===== src/lspg_pkg.sv =====
// Shared types, codes and tables for the LED strip pattern generator.
// No dependencies; used by lspg_div and led_strip_pattern_generator.
`timescale 1ns / 1ps
package lspg_pkg;

  localparam int STRIP_LEN_DEF = 64;
  localparam int AC_W          = 7;
  localparam int IDX_W         = 6;

  // mode codes
  localparam logic [2:0] MODE_OFF     = 3'd0;
  localparam logic [2:0] MODE_IDLE    = 3'd1;
  localparam logic [2:0] MODE_READY   = 3'd2;
  localparam logic [2:0] MODE_FILLING = 3'd3;
  localparam logic [2:0] MODE_DONE    = 3'd4;
  localparam logic [2:0] MODE_ERROR   = 3'd5;

  // operation codes
  localparam logic OP_TICK = 1'b0;
  localparam logic OP_MODE = 1'b1;

  // register addresses
  localparam logic [1:0] ADDR_ACTIVE_COUNT = 2'd0;

  // mode intervals in ms
  localparam logic [5:0] IVL_IDLE    = 6'd30;
  localparam logic [5:0] IVL_READY   = 6'd30;
  localparam logic [5:0] IVL_FILLING = 6'd50;
  localparam logic [5:0] IVL_DONE    = 6'd40;

  typedef struct packed {
    logic [0:0] operation;
    logic [2:0] new_mode;
  } in_item_t;

  typedef struct packed {
    logic [5:0] pixel_index;
    logic [7:0] red;
    logic [7:0] green;
    logic [7:0] blue;
    logic [0:0] last_pixel;
  } out_item_t;

  // divider request and result
  typedef struct packed {
    logic        start;
    logic [14:0] dividend;
    logic [6:0]  divisor;
  } div_req_t;

  typedef struct packed {
    logic        done;
    logic [14:0] quot;
    logic [6:0]  rem;
  } div_res_t;

  typedef logic [255:0][7:0] lut_t;

  // green level of the breathing animation for one step
  function automatic logic [7:0] ready_level(int unsigned step);
    logic [63:0] p;
    logic [63:0] quad;
    logic [63:0] z;
    logic [63:0] z2;
    logic [63:0] acc;
    logic [63:0] s;
    logic [63:0] lvl;
    p    = ((64'(step) * 64'd65536) / 64'd255) & 64'hFFFF;
    quad = p >> 14;
    z    = p & 64'h3FFF;
    if (quad[0]) z = 64'd16384 - z;
    z2  = (z * z) >> 14;
    acc = 64'd1256749 - ((64'd43068 * z2) >> 14);
    acc = 64'd21392326 - ((acc * z2) >> 14);
    acc = 64'd173399667 - ((acc * z2) >> 14);
    acc = 64'd421657428 - ((acc * z2) >> 14);
    s   = (z * acc) >> 14;
    if (s > 64'd268435456) s = 64'd268435456;
    if (quad >= 64'd2) lvl = 64'd30 + ((64'd112 * (64'd268435456 - s)) >> 28);
    else lvl = 64'd30 + ((64'd112 * (64'd268435456 + s)) >> 28);
    return lvl[7:0];
  endfunction

  function automatic lut_t build_ready_lut();
    lut_t t;
    for (int k = 0; k < 256; k++) begin
      t[k] = ready_level(k);
    end
    return t;
  endfunction

  localparam lut_t READY_LUT = build_ready_lut();

  // floor(v/3) for v below 256
  function automatic logic [7:0] div3(logic [7:0] v);
    logic [16:0] m;
    m = 17'(v) * 17'd171;
    return m[16:9];
  endfunction

endpackage


===== src/lspg_div.sv =====
// Restoring divider, one quotient bit per cycle.
// Depends on lspg_pkg for the request and result structs.
`timescale 1ns / 1ps
module lspg_div (
  input  logic              clk,
  input  logic              rst_n,
  input  lspg_pkg::div_req_t req,
  output lspg_pkg::div_res_t res
);
  import lspg_pkg::*;

  logic [14:0] quo_r, quo_nxt;
  logic [6:0]  rem_r, rem_nxt;
  logic [6:0]  dsr_r, dsr_nxt;
  logic [3:0]  cnt_r, cnt_nxt;
  logic        busy_r, busy_nxt;
  logic        done_r, done_nxt;
  logic [7:0]  trial;
  logic [8:0]  diff;

  // one trial subtraction per cycle
  always_comb begin
    trial    = {rem_r, quo_r[14]};
    diff     = {1'b0, trial} - {2'b00, dsr_r};
    quo_nxt  = quo_r;
    rem_nxt  = rem_r;
    dsr_nxt  = dsr_r;
    cnt_nxt  = cnt_r;
    busy_nxt = busy_r;
    done_nxt = 1'b0;
    if (req.start) begin
      quo_nxt  = req.dividend;
      rem_nxt  = '0;
      dsr_nxt  = req.divisor;
      cnt_nxt  = 4'd0;
      busy_nxt = 1'b1;
    end else if (busy_r) begin
      if (!diff[8]) begin
        rem_nxt = diff[6:0];
        quo_nxt = {quo_r[13:0], 1'b1};
      end else begin
        rem_nxt = trial[6:0];
        quo_nxt = {quo_r[13:0], 1'b0};
      end
      cnt_nxt = cnt_r + 4'd1;
      if (cnt_r == 4'd14) begin
        busy_nxt = 1'b0;
        done_nxt = 1'b1;
      end
    end
  end

  always_ff @(posedge clk) begin
    if (!rst_n) begin
      busy_r <= 1'b0;
      done_r <= 1'b0;
      cnt_r  <= '0;
    end else begin
      busy_r <= busy_nxt;
      done_r <= done_nxt;
      cnt_r  <= cnt_nxt;
    end
    quo_r <= quo_nxt;
    rem_r <= rem_nxt;
    dsr_r <= dsr_nxt;
  end

  assign res.done = done_r;
  assign res.quot = quo_r;
  assign res.rem  = rem_r;

endmodule


===== src/led_strip_pattern_generator.sv =====
// Top level of the LED strip pattern generator: sequencer, state, pixel
// generation and APB register. Depends on lspg_pkg and lspg_div.
`timescale 1ns / 1ps
// Takes millisecond ticks and mode changes and produces whole frames of
// STRIP_LEN pixels, one pixel per transfer on the out_ channel. A mode change
// or a tick that emits nothing leaves in_stall low. In idle and filling
// modes the shared serial divider first works out the pixel spacing
// (360 / active_count) or the wrapped step; in the other modes the frame
// starts without it. in_stall stays high until the last pixel of a frame
// sits in the output register.
module led_strip_pattern_generator #(
  parameter int STRIP_LEN = lspg_pkg::STRIP_LEN_DEF
) (
  input  logic                 clk,
  input  logic                 rst_n,
  input  logic                 in_valid,
  output logic                 in_stall,
  input  lspg_pkg::in_item_t   in_data,
  output logic                 out_valid,
  input  logic                 out_stall,
  output lspg_pkg::out_item_t  out_data,
  input  logic                 psel,
  input  logic                 penable,
  input  logic                 pwrite,
  input  logic [1:0]           paddr,
  input  logic [31:0]          pwdata,
  output logic [31:0]          prdata,
  output logic                 pready
);
  import lspg_pkg::*;

  localparam logic [1:0] S_WAIT = 2'd0;
  localparam logic [1:0] S_DIV  = 2'd1;
  localparam logic [1:0] S_EMIT = 2'd2;

  localparam logic [AC_W-1:0]  AC_MAX   = AC_W'(STRIP_LEN);
  localparam logic [IDX_W-1:0] LAST_IDX = IDX_W'(STRIP_LEN - 1);

  logic [1:0]      state_r, state_nxt;
  logic [2:0]      mode_r, mode_nxt;
  logic [8:0]      step_r, step_nxt;
  logic [5:0]      elapsed_r, elapsed_nxt;
  logic            refresh_r, refresh_nxt;
  logic [AC_W-1:0] ac_r, ac_nxt;
  logic [7:0]      lvl_r, lvl_nxt;
  logic [8:0]      qstep_r, qstep_nxt;
  logic [AC_W-1:0] rstep_r, rstep_nxt;
  logic [8:0]      qacc_r, qacc_nxt;
  logic [AC_W-1:0] racc_r, racc_nxt;
  logic [IDX_W-1:0] pix_r, pix_nxt;
  logic            out_valid_r, out_valid_nxt;
  out_item_t       out_data_r, out_data_nxt;

  div_req_t div_req;
  div_res_t div_res;

  logic        in_acc, wr_en;
  logic [5:0]  el_inc, ivl;
  logic [8:0]  step_inc;
  logic [7:0]  done_step;
  logic [AC_W-1:0] wv;
  logic        load;
  logic        lit;
  logic [9:0]  pos_raw;
  logic [8:0]  pos;
  logic [6:0]  x;
  logic [10:0] t_mul;
  logic [7:0]  t;
  logic [7:0]  cr, cg, cb;
  logic [5:0]  d0, d;
  logic [7:0]  fb;
  logic [AC_W:0] rsum;
  out_item_t   pix_item;

  lspg_div u_div (
    .clk  (clk),
    .rst_n(rst_n),
    .req  (div_req),
    .res  (div_res)
  );

  assign in_stall  = (state_r != S_WAIT);
  assign in_acc    = in_valid && !in_stall;
  assign wr_en     = psel && penable && pwrite && (paddr == ADDR_ACTIVE_COUNT);
  assign pready    = 1'b1;
  assign prdata    = {{(32 - AC_W){1'b0}}, ac_r};
  assign out_valid = out_valid_r;
  assign out_data  = out_data_r;
  assign load      = (state_r == S_EMIT) && (!out_valid_r || !out_stall);

  // helpers for the tick path and the APB write value
  always_comb begin
    el_inc   = (elapsed_r < 6'd63) ? elapsed_r + 6'd1 : elapsed_r;
    step_inc = step_r + 9'd1;
    done_step = step_r[7:0] + 8'd1;
    case (mode_r)
      MODE_IDLE:    ivl = IVL_IDLE;
      MODE_READY:   ivl = IVL_READY;
      MODE_FILLING: ivl = IVL_FILLING;
      default:      ivl = IVL_DONE;
    endcase
    wv = pwdata[AC_W-1:0];
    if (wv < AC_W'(1)) wv = AC_W'(1);
    if (wv > AC_MAX) wv = AC_MAX;
  end

  // pixel color for the current index
  always_comb begin
    lit     = {1'b0, pix_r} < ac_r;
    pos_raw = {1'b0, step_r} + {1'b0, qacc_r};
    pos     = (pos_raw >= 10'd360) ? 9'(pos_raw - 10'd360) : pos_raw[8:0];
    if (pos < 9'd120) x = pos[6:0];
    else if (pos < 9'd240) x = 7'(pos - 9'd120);
    else x = 7'(pos - 9'd240);
    t_mul = 11'(x) * 11'd17;
    t     = t_mul[10:3];
    // distance from the running wave head
    d0 = (pix_r >= step_r[5:0]) ? pix_r - step_r[5:0] : step_r[5:0] - pix_r;
    d  = ({1'b0, d0} > (ac_r >> 1)) ? 6'(ac_r - AC_W'(d0)) : d0;
    fb = (d < 6'd4) ? 8'(8'd255 - 8'(d) * 8'd60) : 8'd15;
    cr = 8'd0;
    cg = 8'd0;
    cb = 8'd0;
    case (mode_r)
      MODE_IDLE: begin
        if (pos < 9'd120) begin
          cr = 8'd0; cg = 8'd255 - t; cb = t;
        end else if (pos < 9'd240) begin
          cr = t; cg = t; cb = 8'd255 - t;
        end else begin
          cr = 8'd255 - t; cg = 8'd255; cb = 8'd0;
        end
        cr = div3(cr);
        cg = div3(cg);
        cb = div3(cb);
      end
      MODE_READY, MODE_DONE: cg = lvl_r;
      MODE_FILLING: begin
        cg = {2'b00, fb[7:2]};
        cb = fb;
      end
      MODE_ERROR: cr = 8'd255;
      default: ;
    endcase
    pix_item.pixel_index = pix_r;
    pix_item.red         = lit ? cr : 8'd0;
    pix_item.green       = lit ? cg : 8'd0;
    pix_item.blue        = lit ? cb : 8'd0;
    pix_item.last_pixel  = (pix_r == LAST_IDX);
    rsum = {1'b0, racc_r} + {1'b0, rstep_r};
  end

  // sequencer
  always_comb begin
    state_nxt     = state_r;
    mode_nxt      = mode_r;
    step_nxt      = step_r;
    elapsed_nxt   = elapsed_r;
    refresh_nxt   = refresh_r;
    ac_nxt        = ac_r;
    lvl_nxt       = lvl_r;
    qstep_nxt     = qstep_r;
    rstep_nxt     = rstep_r;
    qacc_nxt      = qacc_r;
    racc_nxt      = racc_r;
    pix_nxt       = pix_r;
    out_valid_nxt = out_valid_r;
    out_data_nxt  = out_data_r;
    div_req.start    = 1'b0;
    div_req.dividend = 15'd360;
    div_req.divisor  = ac_r;

    if (out_valid_r && !out_stall) out_valid_nxt = 1'b0;

    if (wr_en) begin
      ac_nxt      = wv;
      refresh_nxt = 1'b1;
    end

    case (state_r)
      S_WAIT: begin
        if (in_acc) begin
          if (in_data.operation == OP_MODE) begin
            if (in_data.new_mode <= MODE_ERROR && in_data.new_mode != mode_r) begin
              mode_nxt    = in_data.new_mode;
              step_nxt    = '0;
              elapsed_nxt = '0;
              refresh_nxt = 1'b1;
            end
          end else begin
            elapsed_nxt = el_inc;
            pix_nxt     = '0;
            qacc_nxt    = '0;
            racc_nxt    = '0;
            if (mode_r == MODE_OFF || mode_r == MODE_ERROR) begin
              if (refresh_r) begin
                refresh_nxt = 1'b0;
                state_nxt   = S_EMIT;
              end
            end else if (el_inc >= ivl) begin
              elapsed_nxt = '0;
              case (mode_r)
                MODE_IDLE: begin
                  step_nxt      = (step_r == 9'd359) ? 9'd0 : step_inc;
                  div_req.start = 1'b1;
                  state_nxt     = S_DIV;
                end
                MODE_READY: begin
                  step_nxt  = {1'b0, step_inc[7:0]};
                  lvl_nxt   = READY_LUT[step_inc[7:0]];
                  state_nxt = S_EMIT;
                end
                MODE_FILLING: begin
                  div_req.dividend = 15'(step_inc);
                  div_req.start    = 1'b1;
                  state_nxt        = S_DIV;
                end
                default: begin
                  if (step_r < 9'd80) begin
                    step_nxt  = {1'b0, done_step};
                    lvl_nxt   = (done_step < 8'd40) ? 8'd255
                              : 8'(8'd255 - (done_step - 8'd40) * 8'd6);
                    state_nxt = S_EMIT;
                  end
                end
              endcase
            end
          end
        end
      end
      S_DIV: begin
        if (div_res.done) begin
          if (mode_r == MODE_IDLE) begin
            qstep_nxt = div_res.quot[8:0];
            rstep_nxt = div_res.rem;
          end else begin
            step_nxt = {2'b00, div_res.rem};
          end
          state_nxt = S_EMIT;
        end
      end
      S_EMIT: begin
        if (load) begin
          out_valid_nxt = 1'b1;
          out_data_nxt  = pix_item;
          pix_nxt       = pix_r + IDX_W'(1);
          // next pixel spacing offset
          if (rsum >= {1'b0, ac_r}) begin
            racc_nxt = AC_W'(rsum - {1'b0, ac_r});
            qacc_nxt = qacc_r + qstep_r + 9'd1;
          end else begin
            racc_nxt = rsum[AC_W-1:0];
            qacc_nxt = qacc_r + qstep_r;
          end
          if (pix_r == LAST_IDX) state_nxt = S_WAIT;
        end
      end
      default: state_nxt = S_WAIT;
    endcase
  end

  always_ff @(posedge clk) begin
    if (!rst_n) begin
      state_r     <= S_WAIT;
      mode_r      <= MODE_IDLE;
      step_r      <= '0;
      elapsed_r   <= '0;
      refresh_r   <= 1'b1;
      ac_r        <= AC_MAX;
      out_valid_r <= 1'b0;
      pix_r       <= '0;
    end else begin
      state_r     <= state_nxt;
      mode_r      <= mode_nxt;
      step_r      <= step_nxt;
      elapsed_r   <= elapsed_nxt;
      refresh_r   <= refresh_nxt;
      ac_r        <= ac_nxt;
      out_valid_r <= out_valid_nxt;
      pix_r       <= pix_nxt;
    end
    lvl_r      <= lvl_nxt;
    qstep_r    <= qstep_nxt;
    rstep_r    <= rstep_nxt;
    qacc_r     <= qacc_nxt;
    racc_r     <= racc_nxt;
    out_data_r <= out_data_nxt;
  end

endmodule

===== config.mk =====
export PLATFORM = sky130hd
export DESIGN_NAME = led_strip_pattern_generator
export DESIGN_NICKNAME = d
export VERILOG_FILES = /design/src/lspg_pkg.sv /design/src/lspg_div.sv /design/src/led_strip_pattern_generator.sv
export SDC_FILE = /design/constraint.sdc
export NUM_CORES = 1
export LEC_CHECK = 0
export ABC_AREA = 1
export BUFFER_PORTS_ARGS = -buffer_cell sky130_fd_sc_hd__buf_2
export CAP_MARGIN = 20
export CORE_MARGIN = 2
export CORE_UTILIZATION = 50
export DETAILED_ROUTE_END_ITERATION = 6
export PLACE_DENSITY = 0.68
export SLEW_MARGIN = 40
export SYNTH_ARGS = -nofsm -noshare
export SYNTH_HDL_FRONTEND = slang
export SYNTH_SLANG_ARGS = --single-unit

===== constraint.sdc =====
create_clock -name clk -period 23.9 [get_ports clk]
set_input_delay 1.195 -clock clk [delete_from_list [all_inputs] [get_ports clk]]
set_output_delay 1.195 -clock clk [all_outputs]
set_load 0.02 [all_outputs]

==> Word-level counts from Yosys, hierarchy flattened <==
Memories as Yosys holds them, arrays and structs flattened.
Index checks and enable logic that the tools add are counted.
{ "totals": {"inputBits": 45, "reg_bits": 141, "output_inout_bits": 66, "mem_count": 1, "romBits": 2048, "word_cells": 223} }
{ "op_classes": {"magnitude_cmp": 16, "add_sub_neg": 21, "mux": 91, "n_reduce_logical": 33, "multipliers": 6, "n_eq_ne": 26, "n_bitwise": 5} }
{ "mem_list": {"columns": ["name", "words", "width", "rd", "rd_clocked_by_memory_dff", "write_ports", "line_no", "rtl"], "rows": [
  ["(no name shown)", 256, 8, 1, 0, 0, "led_strip_pattern_generator.sv:210", "lvl_nxt = READY_LUT[step_inc[7:0]];"]
]} }
{ "op_table": {"columns": ["op", "n"], "rows": [
  ["9-bit two-way mux", 15],
  ["8-bit two-way mux", 13],
  ["16-bit two-way mux", 5],
  ["7-bit two-way mux", 9],
  ["6-bit two-way mux", 10],
  ["8-bit by 8-bit multiplier with 16-bit output (second input constant)", 3],
  ["8-bit one-hot mux with 2 select lines", 3],
  ["9-bit one-hot mux with 2 select lines", 2],
  ["15-bit two-way mux", 2],
  ["9-bit one-hot mux with 3 select lines", 1],
  ["6-bit one-hot mux with 2 select lines", 2],
  ["8-bit one-hot mux with 3 select lines", 1],
  ["8-bit subtractor (first input constant)", 3],
  ["9-bit by 1-bit adder with 9-bit output (second input constant)", 2],
  ["9-bit by 7-bit < comparator with 1-bit output (second input constant)", 2],
  ["2-bit two-way mux", 9],
  ["3-bit inequality test (second input constant)", 6],
  ["6-bit subtractor", 3],
  ["1-bit two-way mux", 16],
  ["7-bit one-hot mux with 2 select lines", 1],
  ["7-bit subtractor (second input constant)", 2],
  ["6-bit by 1-bit adder with 6-bit output (second input constant)", 2],
  ["6-bit >= comparator", 2],
  ["7-bit by 5-bit multiplier with 11-bit output (second input constant)", 1],
  ["other kinds (52)", 83]
]} }

==> Logic depth before layout (Yosys ltp) <==
{ "depth": {"depth_word": 13, "depth_mapped": 56, "ltp_nobuf": 56} }

==> Cells and area by module <==
Synthesis repeated with hierarchy kept, for this count alone.
{ "unflattened": {"cells_unflattened": 2204, "hier_area_um2": 16271.9} }
{ "modules_own_cells": {"columns": ["mod", "seq_area_each_um2", "n_inst", "cells_per_inst", "area_each_um2"], "rows": [
  ["led_strip_pattern_generator", 2832.7, 1, 1993, 14458.9],
  ["lspg_div", 920.9, 1, 211, 1813.0]
]} }

==> Least setup slack after synthesis <==
OpenSTA, ideal clock, no wires.
{ "synth_timing": {"path_kind": "register -> register", "from": "register step_r[0]", "to": "register out_data_r, in the netlist out_data[15] (data pin)", "required_ns": 23.630, "period_less_slack_ns": 7.964, "t_arrival_ns": 7.694, "slack_ns": 15.936, "path_stages_with_launch": 39, "setup_time_ns": 0.270, "path_buffers": 1, "cell_sequence": "dfxtp_1 -> ha_1 -> fa_1 -> nand2_1 -> nand2_1 -> nand3_1 -> nand2_1 -> nand2_1 -> nand2_1 -> nor2_1 -> nand3_4 -> nand2_4 -> xor2_2 -> ha_1 -> nand3_2 -> nand2_4 -> buf_2 -> nand2_1 -> [... 3 more ...] -> inv_1 -> fa_1 -> ha_1 -> or2_2 -> o21ai_0 -> ha_1 -> inv_1 -> fa_1 -> fa_1 -> fa_1 -> inv_1 -> ha_1 -> a21oi_1 -> o21ai_0 -> a221oi_1 -> nand3_1 -> nand3_1 -> a21oi_1"} }
{ "synth_via": {"elab_chain_cells": 12, "elab_cells_between_ends": 17, "cone_classes": "5 x add/sub; 2 x mul; 3 x order compare; 7 x mux"} }
{ "synth_rtl": {"columns": ["element", "line_no", "rtl"], "rows": [
  ["from (decl)", "led_strip_pattern_generator.sv:41", "logic [8:0] step_r, step_nxt;"],
  ["from (signal assigned)", "led_strip_pattern_generator.sv:275", "step_r <= step_nxt;"],
  ["9-bit by 9-bit adder with 10-bit output (*)", "led_strip_pattern_generator.sv:110", "pos_raw = {1'b0, step_r} + {1'b0, qacc_r};"],
  ["9-bit subtractor or 10-bit by 9-bit >= comparator with 1-bit output (tied branches)", "led_strip_pattern_generator.sv:111", "pos = (pos_raw >= 10'd360) ? 9'(pos_raw - 10'd360) : pos_raw[8:0];"],
  ["9-bit two-way mux (*)", "led_strip_pattern_generator.sv:111", null],
  ["9-bit by 8-bit < comparator with 1-bit output (tied with other cells)", "led_strip_pattern_generator.sv:113, led_strip_pattern_generator.sv:128", null],
  ["7-bit two-way mux", "led_strip_pattern_generator.sv:113", "else if (pos < 9'd240) x = 7'(pos - 9'd120);"],
  ["7-bit two-way mux", "led_strip_pattern_generator.sv:112", "if (pos < 9'd120) x = pos[6:0];"],
  ["7-bit by 5-bit multiplier with 11-bit output", "led_strip_pattern_generator.sv:115", "t_mul = 11'(x) * 11'd17;"],
  ["8-bit subtractor or 8-bit two-way mux (tied branches)", "led_strip_pattern_generator.sv:127, led_strip_pattern_generator.sv:128", null],
  ["8-bit two-way mux (*)", "led_strip_pattern_generator.sv:126", "if (pos < 9'd120) begin"],
  ["8-bit two-way mux (*)", "led_strip_pattern_generator.sv:124", "case (mode_r)"],
  ["8-bit by 8-bit multiplier with 16-bit output (*)", "lspg_pkg.sv:97", "m = 17'(v) * 17'd171;"],
  ["8-bit one-hot mux with 3 select lines (*)", "led_strip_pattern_generator.sv:124", null],
  ["to (signal assigned)", "led_strip_pattern_generator.sv:287", "out_data_r <= out_data_nxt;"],
  ["to (decl)", "led_strip_pattern_generator.sv:52", "out_item_t out_data_r, out_data_nxt;"]
]} }
Mark *: on every way between the ends. The rest lies on a longest branch, timed or not. The select of a mux whose other input is x is not followed.
A chain may end at the register's enable or synchronous reset.

==> Worst setup path after layout <==
{ "layout_timing": {"from": "register step_r[2]", "to": "register out_data_r, in the netlist out_data[4] (data pin)"} }
{ "layout_via": {"elab_chain_cells": 13, "elab_cells_between_ends": 28, "cone_classes": "9 x add/sub; 3 x mul; 6 x order compare; 10 x mux"} }
{ "layout_rtl": {"columns": ["element", "line_no", "rtl"], "rows": [
  ["9-bit by 9-bit adder with 10-bit output", "led_strip_pattern_generator.sv:110", null],
  ["9-bit subtractor or 10-bit by 9-bit >= comparator with 1-bit output (tied branches)", "led_strip_pattern_generator.sv:111", null],
  ["9-bit two-way mux", "led_strip_pattern_generator.sv:111", null],
  ["9-bit by 8-bit < comparator with 1-bit output (tied with other cells)", "led_strip_pattern_generator.sv:113, led_strip_pattern_generator.sv:128", null],
  ["7-bit two-way mux", "led_strip_pattern_generator.sv:113", null],
  ["7-bit two-way mux", "led_strip_pattern_generator.sv:112", null],
  ["7-bit by 5-bit multiplier with 11-bit output", "led_strip_pattern_generator.sv:115", null],
  ["8-bit subtractor", "led_strip_pattern_generator.sv:129", "cr = t; cg = t; cb = 8'd255 - t;"],
  ["8-bit two-way mux", "led_strip_pattern_generator.sv:128", "end else if (pos < 9'd240) begin"],
  ["8-bit two-way mux", "led_strip_pattern_generator.sv:126", null],
  ["8-bit two-way mux", "led_strip_pattern_generator.sv:124", null],
  ["8-bit by 8-bit multiplier with 16-bit output", "lspg_pkg.sv:97", null],
  ["8-bit one-hot mux with 2 select lines (*)", "led_strip_pattern_generator.sv:124", null]
]} }
Marks and branches as above.

==> results.py <==
metrics = {
    "yosys": {
        "yosysWarnings": 0,
        "synth.cell_area_mm2": 0.0161,
        "synth_cell_types": 63,
        "synth_area_leaders": "ha_1 19%, edfxtp_1 17%, nand2_1 9.4%",
        "synth_top_area_cell": "ha_1",
        "synth_ff_type": "edfxtp_1",
        "synth_area_per_cell_um2": 7.33,
        "synth-edff-count": 93,
        "async_flop_share_pct": 0,
        "synth-seq-area-share_pct": 23.3,
        "ys_seq_elements": 141,
        "synth_top_area_share_pct": 18.6,
        "syn-instance-count": 2197,
    },
    "place": {
        "dpl.cell_count": 2620,
        "placement.io_buffers": 59,
        "hpwl_mm": 34.6,
        "dpl_cell_area_mm2": 0.0167,
        "gp_congestion": 0.990,
    },
    "drt": {
        "wl_per_cell_um": 16.4,
        "wl_mm": 43.5,
        "ant_nets": 0,
        "num_vias": 14700,
        "drt-vias-per-instance": 5.54,
        "drcViolationCount": 0,
        "first_pass_iters": 6,
        "first_iter_violations": 1306,
    },
    "final_layout": {
        "multi_input_area_mm2": 0.0105,
        "n_antenna_cell": 0,
        "layout_commonest_cell": "nand2_1",
        "most-common-layout-cells": "401 x nand2_1, 389 x inv_1, 239 x ha_1, 182 x nor2_1, 166 x a21oi_1",
        "drive_above_1_share_pct": 7.02,
        "regArea_mm2": 0.00375,
        "area_growth_pct": 7.72,
        "final_cell_area_mm2": 0.0173,
        "nets": 2571,
        "stdcell_count": 2652,
        "fill_cells": 3009,
    },
    "global_route": {
        "grt_pass1_vias": 14100,
        "track_usage_pct": 26.6,
        "grt_antenna_before_repair": 0,
        "grt_pass1_wl_mm": 71.2,
        "overflow": 0,
        "grt_max_degree": 50,
    },
    "cts": {
        "cts_root_buf": "clkbuf_16",
        "post_cts_resized": 0,
        "clockBufferDepth": 2,
        "cts_htree_levels": 4,
        "clock_sinks": 141,
        "cts_setup_buffers": 0,
        "clk_pin_slew_ns": 0.07,
        "ctsHoldBuffers": 0,
        "cts_tree": "done",
        "clock_latency_ns": 0.44,
        "cts_buffers": 17,
    },
    "timing": {
        "rsz0062_at_grt": "no",
        "finalSetupViolations": 0,
        "fin_tns_setup_ns": 0,
        "skew_ns": 0.0149,
        "min_period_ns": 9.04,
        "finalCritPeriodShare_pct": 37.8,
        "timing.fmax_mhz": 111,
        "hold_viol": 0,
        "maxSlewViolCount": 0,
        "slew-limit-headroom_pct": 38.2,
        "worst_pin_slew_ns": 0.923,
    },
    "min_path": {
        "min_path_type": "reg2reg",
    },
    "critical_path": {
        "rr_worst_depth": 43,
        "crit_path_end": "out_data[4]",
        "cpPeakStageDelay_ns": 0.72,
        "worstPathArrival_ns": 9.19,
        "worstReg2RegEnd": "out_data[4]",
        "crit_top_cell": "nand2_1",
        "critPathCaptureType": "flip-flop",
        "startpoint_type": "flip-flop",
        "criticalPathCategory": "reg2reg",
        "cp-startpoint": "step_r[2]",
        "required_ns": 24.05,
        "rrSetupSlack_ns": 14.86,
        "r2r-start": "step_r[2]",
        "critPathSlowestCell": "dfxtp_1",
        "path_max_fanout": 9,
    },
    "floorplan": {
        "io_pins": 111,
        "core-area_mm2": 0.0316,
        "num_rows": 65,
        "dieWidth_um": 183,
        "die-area_mm2": 0.0336,
        "die_y_um": 183,
        "start_util_pct": 50.9,
    },
    "outcome": {
        "outcome": "completed",
    },
    "job": {
        "cap_violations": 0,
    },
}
## critical path: cells and delay by family, from the launching register on
kind,cells,cell delay [ns]
AOI/OAI and AO/OA,8,1.60
xor gates and xnor gates,1,0.17
adders and majority gates,11,3.97
buffers and inverters,5,0.48
DFF,1,0.72
and+or+nand+nor,18,1.79
## routing by layer
layer / part of all wire, % / wire [um] / global-route usage (%) / vias to the layer above
met5: 0 / 0 / 0 / -
met1: 46 / 20100 / 36.2 / 6802
met4: 2.3 / 995 / 8.35 / 0
li1: - / - / - / 7307
met3: 6.0 / 2630 / 3.55 / 75
met2: 45 / 19800 / 43.8 / 496
## area by class of cell
cell class	instances	area share [%]
sequential	141	21.7
tap	402	2.90
inverter	400	8.66
timing repair buffer	75	2.51
clock inverter	14	1.03
clock buffer	18	2.53
multi-input combinational	1602	60.7
## metrics by stage
stage	utilization [%]	setup slack, ns	hold slack [ns]
final	54.8	14.86	0.462
after global routing	54.8	14.28	0.476
after CTS	54.8	14.97	0.466
after detailed placement	52.8	15.01	0.451
after global placement	52.7	15.04	0.440
after floorplan	-	15.94	0.427
## synthesized netlist by cell type, types with 4 or more instances
cell type,count
a221oi_1,4
a22oi_1,7
ha_1,239
a211oi_1,19
nor4_1,6
a31oi_1,11
xor2_1,44
o211ai_1,7
dfxtp_1,48
xnor2_1,18
a21o_1,8
nand2_1,402
o21ai_0,151
o221ai_1,5
fa_1,50
or2_2,7
a21oi_1,166
clkbuf_1,40
nand2_2,17
edfxtp_1,93
nand3_1,114
o2111ai_1,4
nand4_1,15
nor2_1,183
o31ai_1,7
inv_1,390
nor3_1,23
inv_2,8
o21bai_1,7
o22ai_1,9
o311ai_0,4
buf_4,33
## registers in the layout, indices dropped and copies added (netlist names)
name and flops:
state_r 2, lvl_r 8, u_div.done_r 1, refresh_r 1
out_valid 1, mode_r 3, step_r 9, racc_r 7
u_div.dsr_r 7, u_div.cnt_r 4, qacc_r 9, u_div.busy_r 1
pix_r 6, u_div.quo_r 15, rstep_r 7, ac_r 7
out_data 31, u_div.rem_r 7, qstep_r 9, elapsed_r 6
## kinds of logic after synthesis
group | synth area share [%]
AOI/OAI and AO/OA | 15.8
xor gates and xnor gates | 3.48
adders and majority gates | 24.8
buffers and inverters | 12.0
DFF | 23.3
other | 0.0467
and+or+nand+nor | 20.6
## worst min path at each step
stage,start,end,slack [ns],cells past startpoint
after floorplan,u_div.quo_r[0],qstep_r[0],0.43,0
after global placement,u_div.quo_r[4],qstep_r[4],0.44,0
after detailed placement,u_div.quo_r[5],qstep_r[5],0.45,0
after CTS,u_div.quo_r[4],qstep_r[4],0.47,0
after global routing,u_div.quo_r[8],qstep_r[8],0.48,0
final,u_div.quo_r[7],qstep_r[7],0.46,0
Power is left out: the tool's default activity adds up to more than one toggle a clock period on the data nets, which glitch-free logic cannot reach.
